## src/design/ttdt_pkg.sv

```systemverilog
// ----------------------------------------------------------------------------
// ttdt_pkg: shared types and constants of the task dispatch table
// Slot record, result record, command and status codes, and derived widths.
// ----------------------------------------------------------------------------
package ttdt_pkg;

  // Number of task slots and the widths that follow from it.
  localparam int SLOTS  = 16;
  localparam int SLOT_W = (SLOTS > 1) ? $clog2(SLOTS) : 1;
  localparam int CNT_W  = $clog2(SLOTS + 1);

  // Command codes carried in the mode field.
  localparam logic [2:0] MODE_CREATE   = 3'd0;
  localparam logic [2:0] MODE_DELETE   = 3'd1;
  localparam logic [2:0] MODE_SUSPEND  = 3'd2;
  localparam logic [2:0] MODE_RESUME   = 3'd3;
  localparam logic [2:0] MODE_TICK     = 3'd4;
  localparam logic [2:0] MODE_DISPATCH = 3'd5;
  localparam logic [2:0] MODE_READ     = 3'd6;

  // Result status codes.
  localparam logic [2:0] ST_OK        = 3'd0;
  localparam logic [2:0] ST_INVALID   = 3'd1;
  localparam logic [2:0] ST_FULL      = 3'd2;
  localparam logic [2:0] ST_NOT_FOUND = 3'd3;
  localparam logic [2:0] ST_NOTHING   = 3'd4;

  // Contents of one slot.
  typedef struct packed {
    logic        used;
    logic [15:0] handle;
    logic        held;
    logic [15:0] countdown;
    logic [15:0] period;
    logic [7:0]  pending;
    logic [31:0] last_time;
    logic [31:0] interval;
  } slot_t;

  // Command applied to the slot at the tail of the ring.
  typedef struct packed {
    logic [2:0]  mode;
    logic        hit;
    logic        take;
    logic [15:0] handle;
    logic [15:0] start_delay;
    logic [15:0] period;
    logic [31:0] now;
    logic [7:0]  limit;
  } slot_cmd_t;

  // One buffered result, without the task count and last flag.
  typedef struct packed {
    logic [2:0]  status;
    logic [7:0]  slot;
    logic [15:0] handle;
    logic [31:0] interval;
  } result_t;

endpackage

```

## src/design/ttdt_cell.sv

```systemverilog
// ----------------------------------------------------------------------------
// ttdt_cell: one storage cell of the slot ring
// Holds one slot record and takes its neighbour's record when the ring turns.
// ----------------------------------------------------------------------------
module ttdt_cell (
  input  logic            clk,
  input  logic            rst,
  input  logic            shift,
  input  ttdt_pkg::slot_t d,
  output ttdt_pkg::slot_t q
);

  // The ring turns one place per cycle during a walk.
  always_ff @(posedge clk) begin
    if (rst) begin
      q <= '0;
    end else if (shift) begin
      q <= d;
    end
  end

endmodule

```

## config.mk

```make
export PLATFORM = sky130hd
export DESIGN_NAME = ttdt_cell
export DESIGN_NICKNAME = d
export VERILOG_FILES = /design/src/design/ttdt_pkg.sv /design/src/design/ttdt_cell.sv
export SDC_FILE = /design/constraint.sdc
export NUM_CORES = 1
export LEC_CHECK = 0
export ABC_AREA = 1
export BUFFER_PORTS_ARGS = -buffer_cell sky130_fd_sc_hd__clkbuf_2
export CAP_MARGIN = 20
export CORE_MARGIN = 4
export CORE_UTILIZATION = 46
export CTS_CLUSTER_SIZE = 28
export DETAILED_ROUTE_END_ITERATION = 10
export GPL_TIMING_DRIVEN = 0
export PLACE_DENSITY = 0.89
export SETUP_SLACK_MARGIN = 0.3
export SYNTH_ARGS = -nofsm -noshare
export SYNTH_HDL_FRONTEND = slang
export SYNTH_SLANG_ARGS = --single-unit
```

## constraint.sdc

```tcl
create_clock -name clk -period 1 [get_ports clk]
set_input_delay 0.1 -clock clk [delete_from_list [all_inputs] [get_ports clk]]
set_output_delay 0.1 -clock clk [all_outputs]
set_load 0.05 [all_outputs]
```

==> out/qor.csv, run 1 <==
metric,value,unit
outcome,aborted with a tool error,
Failed at,clock tree synthesis (4_1_cts),
Error,[ERROR DPL-0033] detailed placement checks failed during check placement.,
"top cells by count, synth","nand2_1 (244), nor2_1 (244), dfxtp_1 (122), inv_1 (122), buf_2 (16)",
CTS-repair resized insts,328,
Root Driver,clkbuf_8,
largest area contributor in the netlist,dfxtp_1,
post-synthesis sequential area ratio,48.8,%
adder-cell share of the synthesized area,0,%
Post-synth EDFFs,0,
Syn Inst Count,773,
post-synthesis xor/xnor area fraction,0,%
largest family of logic cells by synthesized area,simple AND/OR/NAND/NOR gates,
top-area cell type share of the netlist area,48.8,%
Detailed Place HPWL,10900,um
Mapped Avg Cell Area,6.47,um2
hold buffer count at cts,122,
leading register cell type out of synthesis,dfxtp_1,
"top cells by area, synth","dfxtp_1 (49%), nand2_1 (18%), nor2_1 (18%)",
die width,112,um
maximum root-to-sink buffer count,2,
compound-gate portion of the synthesized area,0,%
Clock Sinks,122,
CTS buffer count,17,
Die Span Y,112,um
mux share of post-synthesis cell area,0,%
synthesis warning total,0,
synthesized cell area,0.00500,mm2
Syn Nets,898,
DP Area,0.00662,mm2
row count,37,
simple-gate portion of the synthesized area,36.6,%
Port Buf Inserts,245,
Post-CTS Setup Bufs,4,
starting density of the core,47.8,%
"Distinct cells, synth",9,
CTS H-Tree Depth,4,
placer congestion estimate,0.844,
ys async rst share,0,%
Synth Register Bits,122,
Ports,247,
[metrics by stage]
stage	instances	util (%)	hold WS [ns]	worst slack [ns]
floorplan	773	-	0.281	0.297
global placement	1154	63.3	0.371	0.0225
detailed placement	1154	63.3	0.378	0.0104
[kinds of logic after synthesis]
group | after synthesis
DFF | 122
and+or+nand+nor | 488
buffers and inverters | 163
==> inputs of run 2 (changes only) <==
--- a/config.mk
+++ b/config.mk
@@ -9,12 +9,10 @@
 export BUFFER_PORTS_ARGS = -buffer_cell sky130_fd_sc_hd__clkbuf_2
 export CAP_MARGIN = 20
 export CORE_MARGIN = 4
-export CORE_UTILIZATION = 46
-export CTS_CLUSTER_SIZE = 28
+export CORE_UTILIZATION = 40
 export DETAILED_ROUTE_END_ITERATION = 10
 export GPL_TIMING_DRIVEN = 0
-export PLACE_DENSITY = 0.89
-export SETUP_SLACK_MARGIN = 0.3
+export PLACE_DENSITY_LB_ADDON = 0.15
 export SYNTH_ARGS = -nofsm -noshare
 export SYNTH_HDL_FRONTEND = slang
 export SYNTH_SLANG_ARGS = --single-unit
==> out/qor.csv, run 2 <==
metric,value,unit,change
maximum root-to-sink buffer count,2,,unchanged
Crit Path Class,reg -> out,,
Post-Route WL,23800,um,
Post-synth EDFFs,0,,unchanged
Clock Sinks,122,,unchanged
row count,40,,+8.1%
top-area cell type share of the netlist area,48.8,%,unchanged
worst setup margin,-0.0651,ns,
fraction of layout cells with a size suffix above 1,38.3,%,
critical-path cell list,clkbuf_16,,
drt first pass iters,5,,
CP Launch Point,q[104],,
post-synthesis sequential area ratio,48.8,%,unchanged
"top cells by area, synth","dfxtp_1 (49%), nand2_1 (18%), nor2_1 (18%)",,
Critical Path Max Stage Delay,0.37,ns,
Top Registers,q: 122 flops,,
Detail Route Antenna Nets,0,,
number of global-route vias before repair,6898,,
Clk pwr share,39.6,%,
slowest stage cell on the critical path,dfxtp_2,,
Crit. path cell count,1,,
worst r2r path cells,3,,
most frequent cells in the layout,"nor2_1 (244), nand2_1 (244), clkbuf_2 (123), inv_1 (122)",,
fin nets,1304,,
Starting DRT DRC Count,442,,
crit path time final,1.07,ns,
Via-to-Cell Ratio,4.83,,
Via Count,6564,,
largest reg by FF count,q,,
CTS buffer count,17,,unchanged
internal power,11.7,mW,
P_sw,5.13,mW,
Critical R2R Capture,q[92],,
Final Cycle Share,107,%,
Max Cap Violations,0,,
CP Capture Type,output pin,,
initial antenna violation count,0,,
synthesized cell area,0.00500,mm2,unchanged
register-to-register setup slack,0.15,ns,
DP Area,0.00644,mm2,-2.7%
leading register cell type out of synthesis,dfxtp_1,,
first-pass GRT wire length,34500,um,
Syn Nets,898,,unchanged
WP data arrival,0.97,ns,
Finish-stage setup viols,116,,
gr busiest metal,met2,,
GR Util met1,29.9,%,
die width,120,um,+6.7%
area added between synthesis and finish,114,%,
Syn Inst Count,773,,unchanged
RSZ-0062 raised after global routing,true,,
die area,0.0144,mm2,
Synth Register Bits,122,,unchanged
"top cells by count, synth","nand2_1 (244), nor2_1 (244), dfxtp_1 (122), inv_1 (122), buf_2 (16)",,
crit path max fanout,2,,
Critical path buffers and inverters,1,,
met3 Use GR,9.33,%,
Pleak,5.67,nW,
max FFs per register,122,,
worst IR drop on VDD,964,uV,
total grt overflow,0,,
Worst Clk Skew,0,ns,
Root Driver,clkbuf_16,,
Antenna Diode Count,0,,
Mapped Avg Cell Area,6.47,um2,unchanged
outcome,finished with violations,,
Rel. slew slack,68.3,%,
WL per Instance,17.5,um,
worst slew pin tran,0.476,ns,
Power Density,1570,mW/mm2,
fmax,939,MHz,
"Distinct cells, synth",9,,unchanged
synthesis warning total,0,,unchanged
gate family responsible for the most delay along the worst path,flip-flops,,
final max-slew violation count,0,,
HP Class,in -> reg,,
GR Util met2,55.0,%,
Reg2Reg Launch Point,q[92],,
violated checks,negative setup slack,,
Die Span Y,120,um,+6.7%
WP data required,0.90,ns,
Sequential Power Share,33.5,%,
Comb pwr share,26.9,%,
placer congestion estimate,0.750,,-11%
pre-CTS WS,-0.0911,ns,-0.102 ns
CTS tree,done,,
design area,0.0107,mm2,
switch share,30.5,%,
starting density of the core,41.3,%,-6.5 points
largest area contributor in the netlist,dfxtp_1,,
area of the core,0.0121,mm2,
Power Total,16.8,mW,
clock transition at the registers of the reported paths,0.06,ns,
"Clk Latency, worst-skew pair",0.40,ns,
Ports,247,,unchanged
largest net degree at the start of global routing,17,,
Final Hold Vio Count,0,,
CTS H-Tree Depth,4,,unchanged
Port Buf Inserts,245,,unchanged
Detailed Place HPWL,10200,um,-6.3%
ys async rst share,0,%,unchanged
# DRC,0,,
crit path to,q[104],,
CP startpoint kind,flip-flop,,
Total Routing Usage GR,30.1,%,
TNS Setup,-2.71,ns,
==> run 2: power groups by stage <==
stage          Clock [mW]  Sequential (mW)  Combinational [mW]
3_5_place_dp            0             5.48                2.78
3_3_place_gp            0             5.47                2.77
4_1_cts              6.63             5.57                4.16
6_report             6.66             5.64                4.53
2_1_floorplan           0             6.65               0.812
5_1_grt              6.90             5.67                4.72
==> run 2: worst register-to-register path, delay by kind of cell (launching register included) <==
kind,cells,cell delay [ns]
simple gates,2,0.26
flops,1,0.37
buf+inv,1,0.12
==> run 2: per-stage QoR <==
stage	hold slack [ns]	util, %	std cells
after floorplan	0.288	-	773
after global placement	0.380	53.2	1186
after detailed placement	0.383	53.2	1186
after CTS	0.00307	86.6	1339
after global routing	0.0384	88.3	1360
final	0.0298	88.3	1360
==> run 2: area by class of cell <==
class | instances | area [um2]
Buffer | 40 | 268
Clock buffer | 18 | 439
Clock inverter | 14 | 196
Fill cell | 498 | 1420
Inverter | 123 | 462
Multi-Input combinational cell | 488 | 1830
Sequential cell | 122 | 2600
Tap cell | 168 | 210
Timing Repair Buffer | 387 | 4680
==> run 2: layer usage <==
metal  part of all wire, %  vias up
li1                      -     2992
met1                    34     3110
met2                    52      352
met3                   7.9      110
met4                   5.7        0
met5                     0        -
==> run 2: kinds of logic after synthesis <==
group                  count (synthesis)  share of synthesized area, %
buffers and inverters                163                          14.6
flip-flops                           122                          48.8
AND/OR/NAND/NOR                      488                          36.6
==> run 2: worst min-delay path by stage <==
stage | startpoint | end | slack, ns | depth (start not counted)
floorplan | d[0] | q[0] | 0.29 | 4
global placement | d[121] | q[121] | 0.38 | 5
detailed placement | d[0] | q[0] | 0.38 | 5
CTS | d[110] | q[110] | 0.003 | 5
global route | d[114] | q[114] | 0.04 | 5
finish | d[110] | q[110] | 0.03 | 5
==> run 2: repair_timing <==
item / in CTS / in global routing
resized for setup: 453 / 37
hold buffers: 120 / 0
setup endpoints to repair: 122 / 122
hold endpoints to repair: 120 / 0
buffers inserted: 1 / 21
No activity file was read; power rests on OpenSTA's default activity.
