$ cat src/design/ttdt_pkg.sv
// ----------------------------------------------------------------------------
// ttdt_pkg: shared types and constants of the task dispatch table
// Slot record, result record, command and status codes, and derived widths.
// ----------------------------------------------------------------------------
package ttdt_pkg;

  // Number of task slots and the widths that follow from it.
  localparam int SLOTS  = 16;
  localparam int SLOT_W = (SLOTS > 1) ? $clog2(SLOTS) : 1;
  localparam int CNT_W  = $clog2(SLOTS + 1);

  // Command codes carried in the mode field.
  localparam logic [2:0] MODE_CREATE   = 3'd0;
  localparam logic [2:0] MODE_DELETE   = 3'd1;
  localparam logic [2:0] MODE_SUSPEND  = 3'd2;
  localparam logic [2:0] MODE_RESUME   = 3'd3;
  localparam logic [2:0] MODE_TICK     = 3'd4;
  localparam logic [2:0] MODE_DISPATCH = 3'd5;
  localparam logic [2:0] MODE_READ     = 3'd6;

  // Result status codes.
  localparam logic [2:0] ST_OK        = 3'd0;
  localparam logic [2:0] ST_INVALID   = 3'd1;
  localparam logic [2:0] ST_FULL      = 3'd2;
  localparam logic [2:0] ST_NOT_FOUND = 3'd3;
  localparam logic [2:0] ST_NOTHING   = 3'd4;

  // Contents of one slot.
  typedef struct packed {
    logic        used;
    logic [15:0] handle;
    logic        held;
    logic [15:0] countdown;
    logic [15:0] period;
    logic [7:0]  pending;
    logic [31:0] last_time;
    logic [31:0] interval;
  } slot_t;

  // Command applied to the slot at the tail of the ring.
  typedef struct packed {
    logic [2:0]  mode;
    logic        hit;
    logic        take;
    logic [15:0] handle;
    logic [15:0] start_delay;
    logic [15:0] period;
    logic [31:0] now;
    logic [7:0]  limit;
  } slot_cmd_t;

  // One buffered result, without the task count and last flag.
  typedef struct packed {
    logic [2:0]  status;
    logic [7:0]  slot;
    logic [15:0] handle;
    logic [31:0] interval;
  } result_t;

endpackage

$ cat src/design/ttdt_slot_op.sv
// ----------------------------------------------------------------------------
// ttdt_slot_op: per-slot command logic
// Applies the current command to the slot leaving the tail of the ring.
// ----------------------------------------------------------------------------
module ttdt_slot_op (
  input  ttdt_pkg::slot_cmd_t cmd,
  input  ttdt_pkg::slot_t     cur,
  output ttdt_pkg::slot_t     upd,
  output logic                emit,
  output logic                freed,
  output logic [31:0]         interval
);

  logic active;

  assign active   = cur.used && !cur.held;
  assign interval = cmd.now - cur.last_time;

  // Next contents of the slot for each command.
  always_comb begin
    upd   = cur;
    emit  = 1'b0;
    freed = 1'b0;
    case (cmd.mode)
      ttdt_pkg::MODE_CREATE: begin
        if (cmd.take) begin
          upd           = '0;
          upd.used      = 1'b1;
          upd.handle    = cmd.handle;
          upd.countdown = cmd.start_delay;
          upd.period    = cmd.period;
        end
      end
      ttdt_pkg::MODE_DELETE: begin
        if (cmd.hit && cur.used) begin
          upd   = '0;
          freed = 1'b1;
        end
      end
      ttdt_pkg::MODE_SUSPEND: begin
        if (cmd.hit) begin
          upd.held = 1'b1;
        end
      end
      ttdt_pkg::MODE_RESUME: begin
        if (cmd.hit) begin
          upd.held = 1'b0;
        end
      end
      ttdt_pkg::MODE_TICK: begin
        if (active) begin
          if (cur.countdown != 16'd0) begin
            upd.countdown = cur.countdown - 16'd1;
          end else begin
            if (cur.pending < cmd.limit) begin
              upd.pending = cur.pending + 8'd1;
            end
            if (cur.period != 16'd0) begin
              upd.countdown = cur.period - 16'd1;
            end
          end
        end
      end
      ttdt_pkg::MODE_DISPATCH: begin
        if (active && cur.pending != 8'd0) begin
          emit = 1'b1;
          if (cur.period == 16'd0) begin
            upd   = '0;
            freed = 1'b1;
          end else begin
            upd.interval  = interval;
            upd.last_time = cmd.now;
            upd.pending   = cur.pending - 8'd1;
          end
        end
      end
      default: begin
        upd = cur;
      end
    endcase
  end

endmodule

$ cat config.mk
export PLATFORM = sky130hd
export DESIGN_NAME = ttdt_slot_op
export DESIGN_NICKNAME = d
export VERILOG_FILES = /design/src/design/ttdt_pkg.sv /design/src/design/ttdt_slot_op.sv
export SDC_FILE = /design/constraint.sdc
export NUM_CORES = 1
export LEC_CHECK = 0
export ABC_CLOCK_PERIOD_IN_PS = 4700
export BUFFER_PORTS_ARGS = -buffer_cell sky130_fd_sc_hd__buf_2
export CAP_MARGIN = 40
export CORE_AREA = 2 2 145 147
export DETAILED_ROUTE_END_ITERATION = 16
export DIE_AREA = 0 0 147 149
export PLACE_DENSITY_LB_ADDON = 0.25
export SYNTH_ARGS = -nofsm -noshare
export SYNTH_HDL_FRONTEND = slang
export SYNTH_SLANG_ARGS = --single-unit
export TNS_END_PERCENT = 50
$ cat constraint.sdc
create_clock -name vclk -period 4.7
set_input_delay 0.235 -clock vclk [all_inputs]
set_output_delay 0.235 -clock vclk [all_outputs]
set_load 0.02 [all_outputs]
==> flow_summary.json, run 1 <==
{
  "status": "finished clean",
  "worst_slew_margin_rel_pct": 45.4,
  "syn_nets": 989,
  "rows": 53,
  "cp_max_fo": 12,
  "finalMaxSlewViolations": 0,
  "p_leak_nw": 3.58,
  "die_x_microns": 147,
  "post-route-period-util_pct": 70.9,
  "end_kind": "primary output",
  "wl_microns": 24300,
  "boundaryPins": 371,
  "stdcell_area_sq_um": 6880,
  "clock_buffers": 0,
  "syn2layout_area_growth_pct": 45.2,
  "min_to": "upd[99]",
  "placed_cell_area_sq_um": 6880,
  "die-area_sq_um": 21900,
  "postSynthCellCount": 728,
  "tightest_slew_ns": 0.814,
  "hold_path_startpoint": "cmd[67]",
  "gp_congestion": 0.849,
  "fmaxAchievable_mhz": 300,
  "holdCritPathClass": "input pin to primary output",
  "criticalPathCategory": "input pin to primary output",
  "syn-cell-area_sq_um": 4740,
  "drive_gt1_share_pct": 37.8,
  "start_util_pct": 23.1,
  "synth.distinct_cells": 74,
  "fillers": 2302,
  "via_count": 6981,
  "core_region_area_sq_um": 20600,
  "min_path_cells": 4,
  "n_sequential_cell": 0,
  "fin_crit_ns": 3.33,
  "setup_viol": 0,
  "nets": 1328,
  "vdd_drop_max_v": 0.0000591,
  "antenna_found_initial": 1,
  "syn_area_per_cell_sq_um": 6.51,
  "cp-start-kind": "input pin",
  "cp.required_ns": 4.47,
  "ff_latch_area_sq_um": 0,
  "yosysSeqAreaShare_pct": 0,
  "hold_buffers": 0,
  "cts_setup_buffers": 0,
  "dr.pass1.iters": 4,
  "grt-ovfl-total": 0,
  "tns_ns": 0,
  "total_power_mw": 0.987,
  "remaining_drc_errors": 0,
  "rsz0062_at_grt": "false",
  "grt_pass1_wl_microns": 35500,
  "hold_viol_final": 0,
  "track_usage_pct": 20.3,
  "dp_hpwl_microns": 20600,
  "grt_pass1_vias": 6467,
  "cp.arrival_ns": 3.10,
  "place.port_buffers": 371,
  "grt_max_degree": 62,
  "drv_cap": 0,
  "postRouteAntennaNets": 0,
  "die_h_microns": 149,
  "p_per_area_nw_per_um2": 143,
  "post_cts_resized": 0,
  "wire_per_inst_microns": 18.1,
  "drt_iter0_drc": 235,
  "via_per_inst": 5.21,
  "ys_warn_count": 0,
  "diodes": 0
}
cell families after synthesis:
logic type	share of synthesized area, %
buffers and inverters	8.44
and+or+nand+nor	25.8
adders and majority gates	12.3
muxes	0.686
xor gates and xnor gates	7.76
AOI/OAI and AO/OA	45.0
synthesized netlist by cell type, types with 8 or more instances:
cell type | n | area [sq um]
nand4_1 | 9 | 56.3
a21o_1 | 17 | 128
nor3_1 | 19 | 95.1
o211ai_1 | 10 | 75.1
a31oi_1 | 9 | 56.3
a21oi_1 | 58 | 290
buf_2 | 11 | 55.1
clkbuf_1 | 32 | 120
xnor2_1 | 26 | 228
nand2b_1 | 9 | 56.3
and3_1 | 8 | 50.1
nand2_1 | 68 | 255
a22o_1 | 92 | 806
o21ai_0 | 48 | 240
nor2_1 | 52 | 195
nand3_1 | 16 | 80.1
xor2_1 | 16 | 140
ha_1 | 45 | 563
inv_1 | 59 | 221
power breakdown:
group / leakage (nW) / total, mW / switching (mW) / internal, mW
Sequential: 0 / 0 / 0 / 0
Clock: 0 / 0 / 0 / 0
Combinational: 3.58 / 0.987 / 0.613 / 0.375
per-stage QoR:
step	instances	util [%]	setup slack, ns	hold WS (ns)
finish	1340	33.5	1.37	0.781
global placement	1338	33.3	1.02	0.775
floorplan	728	-	1.46	0.631
global route	1340	33.5	1.04	0.803
CTS	1340	33.5	1.35	0.785
detailed placement	1340	33.5	1.35	0.784
routing by layer:
layer	vias up	part of all wire [%]	wire length (microns)	global-route usage (%)
li1	3429	-	-	-
met5	-	0	0	0
met4	0	3.6	878	6.39
met1	3207	37	8920	21.9
met2	311	53	12800	40.7
met3	34	6.8	1640	2.75
cell type report:
class	instances	area (sq um)	area share (%)
Multi-Input combinational cell	625	4350	63.2
Timing Repair Buffer	381	1960	28.5
Tap cell	275	344	5.00
Inverter	59	221	3.22
critical path, cell delays in order:
cell      delay [ns]
buf_2           0.13
inv_1           0.09
ha_1            0.16
nor3b_1         0.22
nor3b_1         0.39
a21oi_1         0.30
a21oi_2         0.31
nand2b_1        0.51
a21o_1          0.26
o21ai_0         0.12
o311ai_1        0.12
buf_2           0.25
placed cells by master (no fill, tap or decap), types with 4 or more instances in the layout:
cell type / instances
and2_1: 4
o211ai_1: 10
a21oi_1: 58
or4_1: 4
a22oi_1: 7
nor3b_1: 5
nor3_1: 18
nand2b_1: 9
nand3_1: 16
nand2_1: 68
nor4_1: 6
or2_2: 5
or3_1: 6
nor2_1: 52
a22o_1: 92
nand4_1: 9
o21ai_0: 48
a211oi_1: 5
ha_1: 45
o22ai_1: 7
o31ai_1: 5
and3_1: 8
a31oi_1: 9
nor2b_1: 6
xnor2_1: 26
a21o_1: 17
inv_1: 59
buf_4: 8
buf_2: 371
xor2_1: 16
how the worst max path moves through the flow:
| stage | startpoint | endpoint | depth (start not counted) |
|---|---|---|---|
| finish | cur[64] | upd[93] | 12 |
| detailed placement | cmd[8] | upd[30] | 14 |
| floorplan | cmd[8] | upd[28] | 12 |
| global route | cur[64] | upd[93] | 12 |
| CTS | cmd[8] | upd[30] | 14 |
| global placement | cur[64] | upd[21] | 12 |
Power figures use the tool's default switching activity.
==> run 2, diff against run 1 <==
--- a/config.mk
+++ b/config.mk
@@ -5,12 +5,13 @@
 export SDC_FILE = /design/constraint.sdc
 export NUM_CORES = 1
 export LEC_CHECK = 0
-export ABC_CLOCK_PERIOD_IN_PS = 4700
+export ABC_AREA = 1
+export ABC_CLOCK_PERIOD_IN_PS = 3090
 export BUFFER_PORTS_ARGS = -buffer_cell sky130_fd_sc_hd__buf_2
 export CAP_MARGIN = 40
-export CORE_AREA = 2 2 145 147
+export CORE_AREA = 2 2 112 195
 export DETAILED_ROUTE_END_ITERATION = 16
-export DIE_AREA = 0 0 147 149
+export DIE_AREA = 0 0 114 197
 export PLACE_DENSITY_LB_ADDON = 0.25
 export SYNTH_ARGS = -nofsm -noshare
 export SYNTH_HDL_FRONTEND = slang
==> constraint.sdc (replaced) <==
create_clock -name vclk -period 3.09
set_input_delay 0.1545 -clock vclk [all_inputs]
set_output_delay 0.1545 -clock vclk [all_outputs]
set_load 0.02 [all_outputs]
==> run 2 against run 1 <==
Compared with the run above:
- via count is 34% higher
- largest cell class unchanged
- sequential share of layout area is the same
- hold slack worse by 0.16 ns
- cell count up 38%
- core utilization increased by 6.2 points
- wire length rose by 26%
==> flow_summary.json, run 2 <==
{
  "drv_cap": 0,
  "setup_viol": 0,
  "p_per_area_nw_per_um2": 196,
  "die-area_sq_um": 22500,
  "p_leak_nw": 4.81,
  "post_cts_resized": 0,
  "nets": 1854,
  "via_per_inst": 5.08,
  "dp_cells": 1843,
  "intPower_mw": 0.536,
  "postSynthCellCount": 1241,
  "syn_area_per_cell_sq_um": 4.98,
  "core_region_area_sq_um": 20800,
  "switchingPower_mw": 1.08,
  "seq_power_share_pct": 0,
  "ff_latch_area_sq_um": 0,
  "criticalPathCategory": "input pin to primary output",
  "ys_warn_count": 0,
  "track_usage_pct": 25.3,
  "clock_buffers": 0,
  "synth_area_leader_cell": "nand2_1",
  "syn-cell-area_sq_um": 6180,
  "tightest_slew_ns": 0.892,
  "grt-ovfl-total": 0,
  "slowest_delay_ns": 0.51,
  "total_power_mw": 1.62,
  "start_util_pct": 29.7,
  "layout_commonest_cell": "nand2_1",
  "remaining_drc_errors": 0,
  "tns_ns": 0,
  "cp.arrival_ns": 2.41,
  "worst_slew_margin_rel_pct": 40.1,
  "cp-start-kind": "input pin",
  "cp_max_fo": 34,
  "status": "finished clean",
  "boundaryPins": 371,
  "synth_commonest_cells": "nand2_1, inv_1, nand3_1",
  "p_comb_share_pct": 100.0,
  "postRouteAntennaNets": 0,
  "cts_setup_buffers": 0,
  "yosysMostFrequentCell": "nand2_1",
  "rows": 70,
  "fillers": 2487,
  "vdd_drop_max_v": 0.0000784,
  "grt_pass1_vias": 9065,
  "synth_top_area_share_pct": 26.7,
  "yosysSeqAreaShare_pct": 0,
  "grt_pass1_wl_microns": 45400,
  "n_sequential_cell": 0,
  "placed_cell_area_sq_um": 8270,
  "syn_nets": 1502,
  "drt_iter0_drc": 443,
  "final_cell_mix": "nand2_1, buf_2, inv_1",
  "place.port_buffers": 371,
  "fmaxAchievable_mhz": 391,
  "dp_hpwl_microns": 26500,
  "die_x_microns": 114,
  "die_h_microns": 197,
  "via_count": 9354,
  "dr.pass1.iters": 5,
  "finalMaxSlewViolations": 0,
  "holdCritPathClass": "input pin to primary output",
  "post-route-period-util_pct": 82.9,
  "end_kind": "primary output",
  "antenna_found_initial": 0,
  "syn2layout_area_growth_pct": 33.7,
  "wl_microns": 30600,
  "wire_per_inst_microns": 16.6,
  "clock_power_share_pct": 0,
  "crit_slowest_cell": "inv_2",
  "hold_viol_final": 0,
  "stdcell_area_sq_um": 8270,
  "whs_ns": 0.623,
  "crit_chain": "buf_2, inv_4, nand2_2, nor2_2, nand2_2, o21ai_4, nor2_4, inv_2, nor2_2, o21ai_0, buf_2",
  "cp.required_ns": 2.94,
  "multi_input_area_sq_um": 5280,
  "drive_gt1_share_pct": 28.1,
  "synth_top_cells_by_area": "nand2_1, inv_1, ha_1",
  "synth.distinct_cells": 51,
  "diodes": 0,
  "instances_no_fill": 1843,
  "rsz0062_at_grt": "false",
  "switching_share_pct": 66.8,
  "grt_max_degree": 40,
  "hold_buffers": 0,
  "gp_congestion": 1.04,
  "fin_crit_ns": 2.56
}
[run 2: power groups by stage]
stage	Clock [mW]	Combinational (mW)	Sequential [mW]
2_1_floorplan	0	0.992	0
3_3_place_gp	0	1.60	0
3_5_place_dp	0	1.61	0
6_report	0	1.62	0
5_1_grt	0	1.76	0
4_1_cts	0	1.62	0
[run 2: cells by family (layout without fill, tap and decap cells)]
family,Yosys count,count (layout),share of synthesized area (%)
XOR/XNOR,33,33,4.68
buffers and inverters,218,568,14.6
AND/OR/NAND/NOR,707,707,49.0
adder cells (fa/ha/maj),46,46,9.43
AO/OA/AOI/OAI,237,237,22.4
[run 2: path summary, 6_finish.rpt]
path                  cells past startpoint  endpoint     from
worst max-delay path                     11   upd[87]  cmd[91]
worst min-delay path                      4  upd[116]  cmd[83]
[run 2: metrics by stage]
stage	setup slack [ns]	utilization (%)
floorplan	0.861	-
global placement	0.549	39.5
detailed placement	0.549	39.7
CTS	0.540	39.7
global route	0.367	39.7
finish	0.530	39.7
[run 2: metal layers]
layer / GRT usage (%) / vias to the layer above / wire length [microns]
li1: - / 4725 / -
met1: 24.8 / 4135 / 10300
met2: 50.6 / 404 / 16600
met3: 1.32 / 90 / 1560
met4: 14.9 / 0 / 2140
met5: 0 / - / 0
[run 2: final cells by class]
class | count | area share (%)
Inverter | 180 | 8.20
Multi-Input combinational cell | 1023 | 63.9
Tap cell | 252 | 3.81
Timing Repair Buffer | 388 | 24.1
[run 2: worst max-delay path: cells and delay by family]
kind | cells | cell delay, ns
and+or+nand+nor | 5 | 0.80
AOI/OAI and AO/OA | 2 | 0.33
buffers and inverters | 4 | 1.10
==> run 3, diff against run 2 <==
--- a/config.mk
+++ b/config.mk
@@ -6,7 +6,7 @@
 export NUM_CORES = 1
 export LEC_CHECK = 0
 export ABC_AREA = 1
-export ABC_CLOCK_PERIOD_IN_PS = 3090
+export ABC_CLOCK_PERIOD_IN_PS = 2100
 export BUFFER_PORTS_ARGS = -buffer_cell sky130_fd_sc_hd__buf_2
 export CAP_MARGIN = 40
 export CORE_AREA = 2 2 112 195
==> constraint.sdc (replaced) <==
create_clock -name vclk -period 2.1
set_input_delay 0.105 -clock vclk [all_inputs]
set_output_delay 0.105 -clock vclk [all_outputs]
set_load 0.02 [all_outputs]
==> run 3 against run 2 <==
Compared with the run above:
- cell count up 4.6%
- worst setup slack worse by 0.45 ns
- non-clock buffer count up 84
- hold slack worse by 0.099 ns
- critical path depth down 1
- power up 63%
- core utilization up 5.0 points
- via count up 2.0%
- combinational power up 63%
==> flow_summary.json, run 3 (synthesis results as in run 2) <==
{
  "n_sequential_cell": 0,
  "track_usage_pct": 26.2,
  "cp_max_fo": 4,
  "dp_hpwl_microns": 27300,
  "die-area_sq_um": 22500,
  "via_count": 9545,
  "criticalPathCategory": "input pin to primary output",
  "finalMaxSlewViolations": 0,
  "start_util_pct": 29.7,
  "final_util_pct": 44.7,
  "post-route-period-util_pct": 96.3,
  "drv_cap": 0,
  "grt_max_degree": 45,
  "vdd_drop_max_v": 0.000107,
  "min_path_cells": 4,
  "fin_crit_ns": 2.02,
  "antenna_found_initial": 0,
  "wl_microns": 31500,
  "die_x_microns": 114,
  "ff_latch_area_sq_um": 0,
  "diodes": 0,
  "hold_viol_final": 0,
  "cp.arrival_ns": 1.92,
  "tightest_slew_ns": 0.601,
  "p_leak_nw": 5.27,
  "syn2layout_area_growth_pct": 50.6,
  "rsz0062_at_grt": "true",
  "core_region_area_sq_um": 20800,
  "layout_commonest_cell": "nand2_1",
  "fmaxAchievable_mhz": 494,
  "total_power_mw": 2.64,
  "instances_no_fill": 1927,
  "via_per_inst": 4.95,
  "crit_start": "cmd[21]",
  "fillers": 2420,
  "drt_iter0_drc": 405,
  "end_kind": "primary output",
  "place.port_buffers": 371,
  "holdCritPathClass": "input pin to primary output",
  "wire_per_inst_microns": 16.3,
  "p_per_area_nw_per_um2": 283,
  "rows": 70,
  "gp_congestion": 1.03,
  "worst_slew_margin_rel_pct": 59.5,
  "final_cell_mix": "nand2_1, buf_2, inv_1",
  "dr.pass1.iters": 5,
  "clock_buffers": 0,
  "grt_pass1_wl_microns": 46900,
  "boundaryPins": 371,
  "dp_cells": 1923,
  "hold_path_startpoint": "cmd[86]",
  "postRouteAntennaNets": 0,
  "whs_ns": 0.524,
  "grt-ovfl-total": 0,
  "grt_pass1_vias": 9290,
  "cp-start-kind": "input pin",
  "die_h_microns": 197,
  "hold_buffers": 0,
  "nets": 1938,
  "cp.required_ns": 2.00,
  "setup_viol": 0,
  "status": "finished clean",
  "remaining_drc_errors": 0,
  "drive_gt1_share_pct": 36.3
}
-- run 3: changes by cell type in the layout (fill, tap and decap cells not counted), moves of 10 or more --
cell / previous run / this run
o21ai_1: 23 / 33
o21ai_0: 89 / 78
nand2_1: 439 / 412
nand3_1: 106 / 95
a21oi_1: 65 / 52
a21oi_2: 8 / 20
nand2_2: 13 / 37
buf_4: 16 / 98
-- run 3: per-layer routing --
metal | vias up | global-route usage, % | wire, microns
li1 | 4889 | - | -
met1 | 4258 | 25.9 | 10900
met2 | 339 | 54.3 | 17800
met3 | 59 | 1.29 | 1380
met4 | 0 | 10.7 | 1410
met5 | - | 0 | 0
-- run 3: worst paths after layout --
kind / endpoint / slack [ns]
worst min-delay path: upd[119] / 0.52
worst max-delay path: upd[14] / 0.08
-- run 3: layout make-up --
cell class	instances	area [sq um]	area share, %
inverter	180	681	7.31
multi-input combinational	1023	5610	60.3
tap	252	315	3.39
timing repair buffer	472	2710	29.0
-- run 3: power breakdown --
part	switching, mW	internal, mW	leakage (nW)	total [mW]
logic	1.67	0.965	5.27	2.64
registers	0	0	0	0
clock network	0	0	0	0
-- run 3: what timing repair did --
item,4_1_cts,5_1_grt
setup buffers,0,4
setup endpoints to repair,14,50
gates resized for setup,10,99
pin swaps,1,24
-- run 3: worst max-delay path, cell delays in order --
cell     delay (ns)
buf_2          0.11
ha_1           0.34
a21oi_1        0.20
o21ai_0        0.19
a21oi_1        0.25
nand2_4        0.12
xor2_2         0.23
nand2_2        0.11
a21oi_2        0.12
buf_4          0.14
-- run 3: metrics by stage --
stage | worst slack [ns] | setup TNS (ns) | area (sq um)
2_1_floorplan | -0.00514 | -0.00514 | 6190
3_3_place_gp | -0.144 | -0.625 | 8920
3_5_place_dp | -0.132 | -0.773 | 8920
4_1_cts | -0.00181 | -0.00181 | 8950
5_1_grt | -0.0761 | -0.178 | 9310
6_report | 0.0770 | 0 | 9310
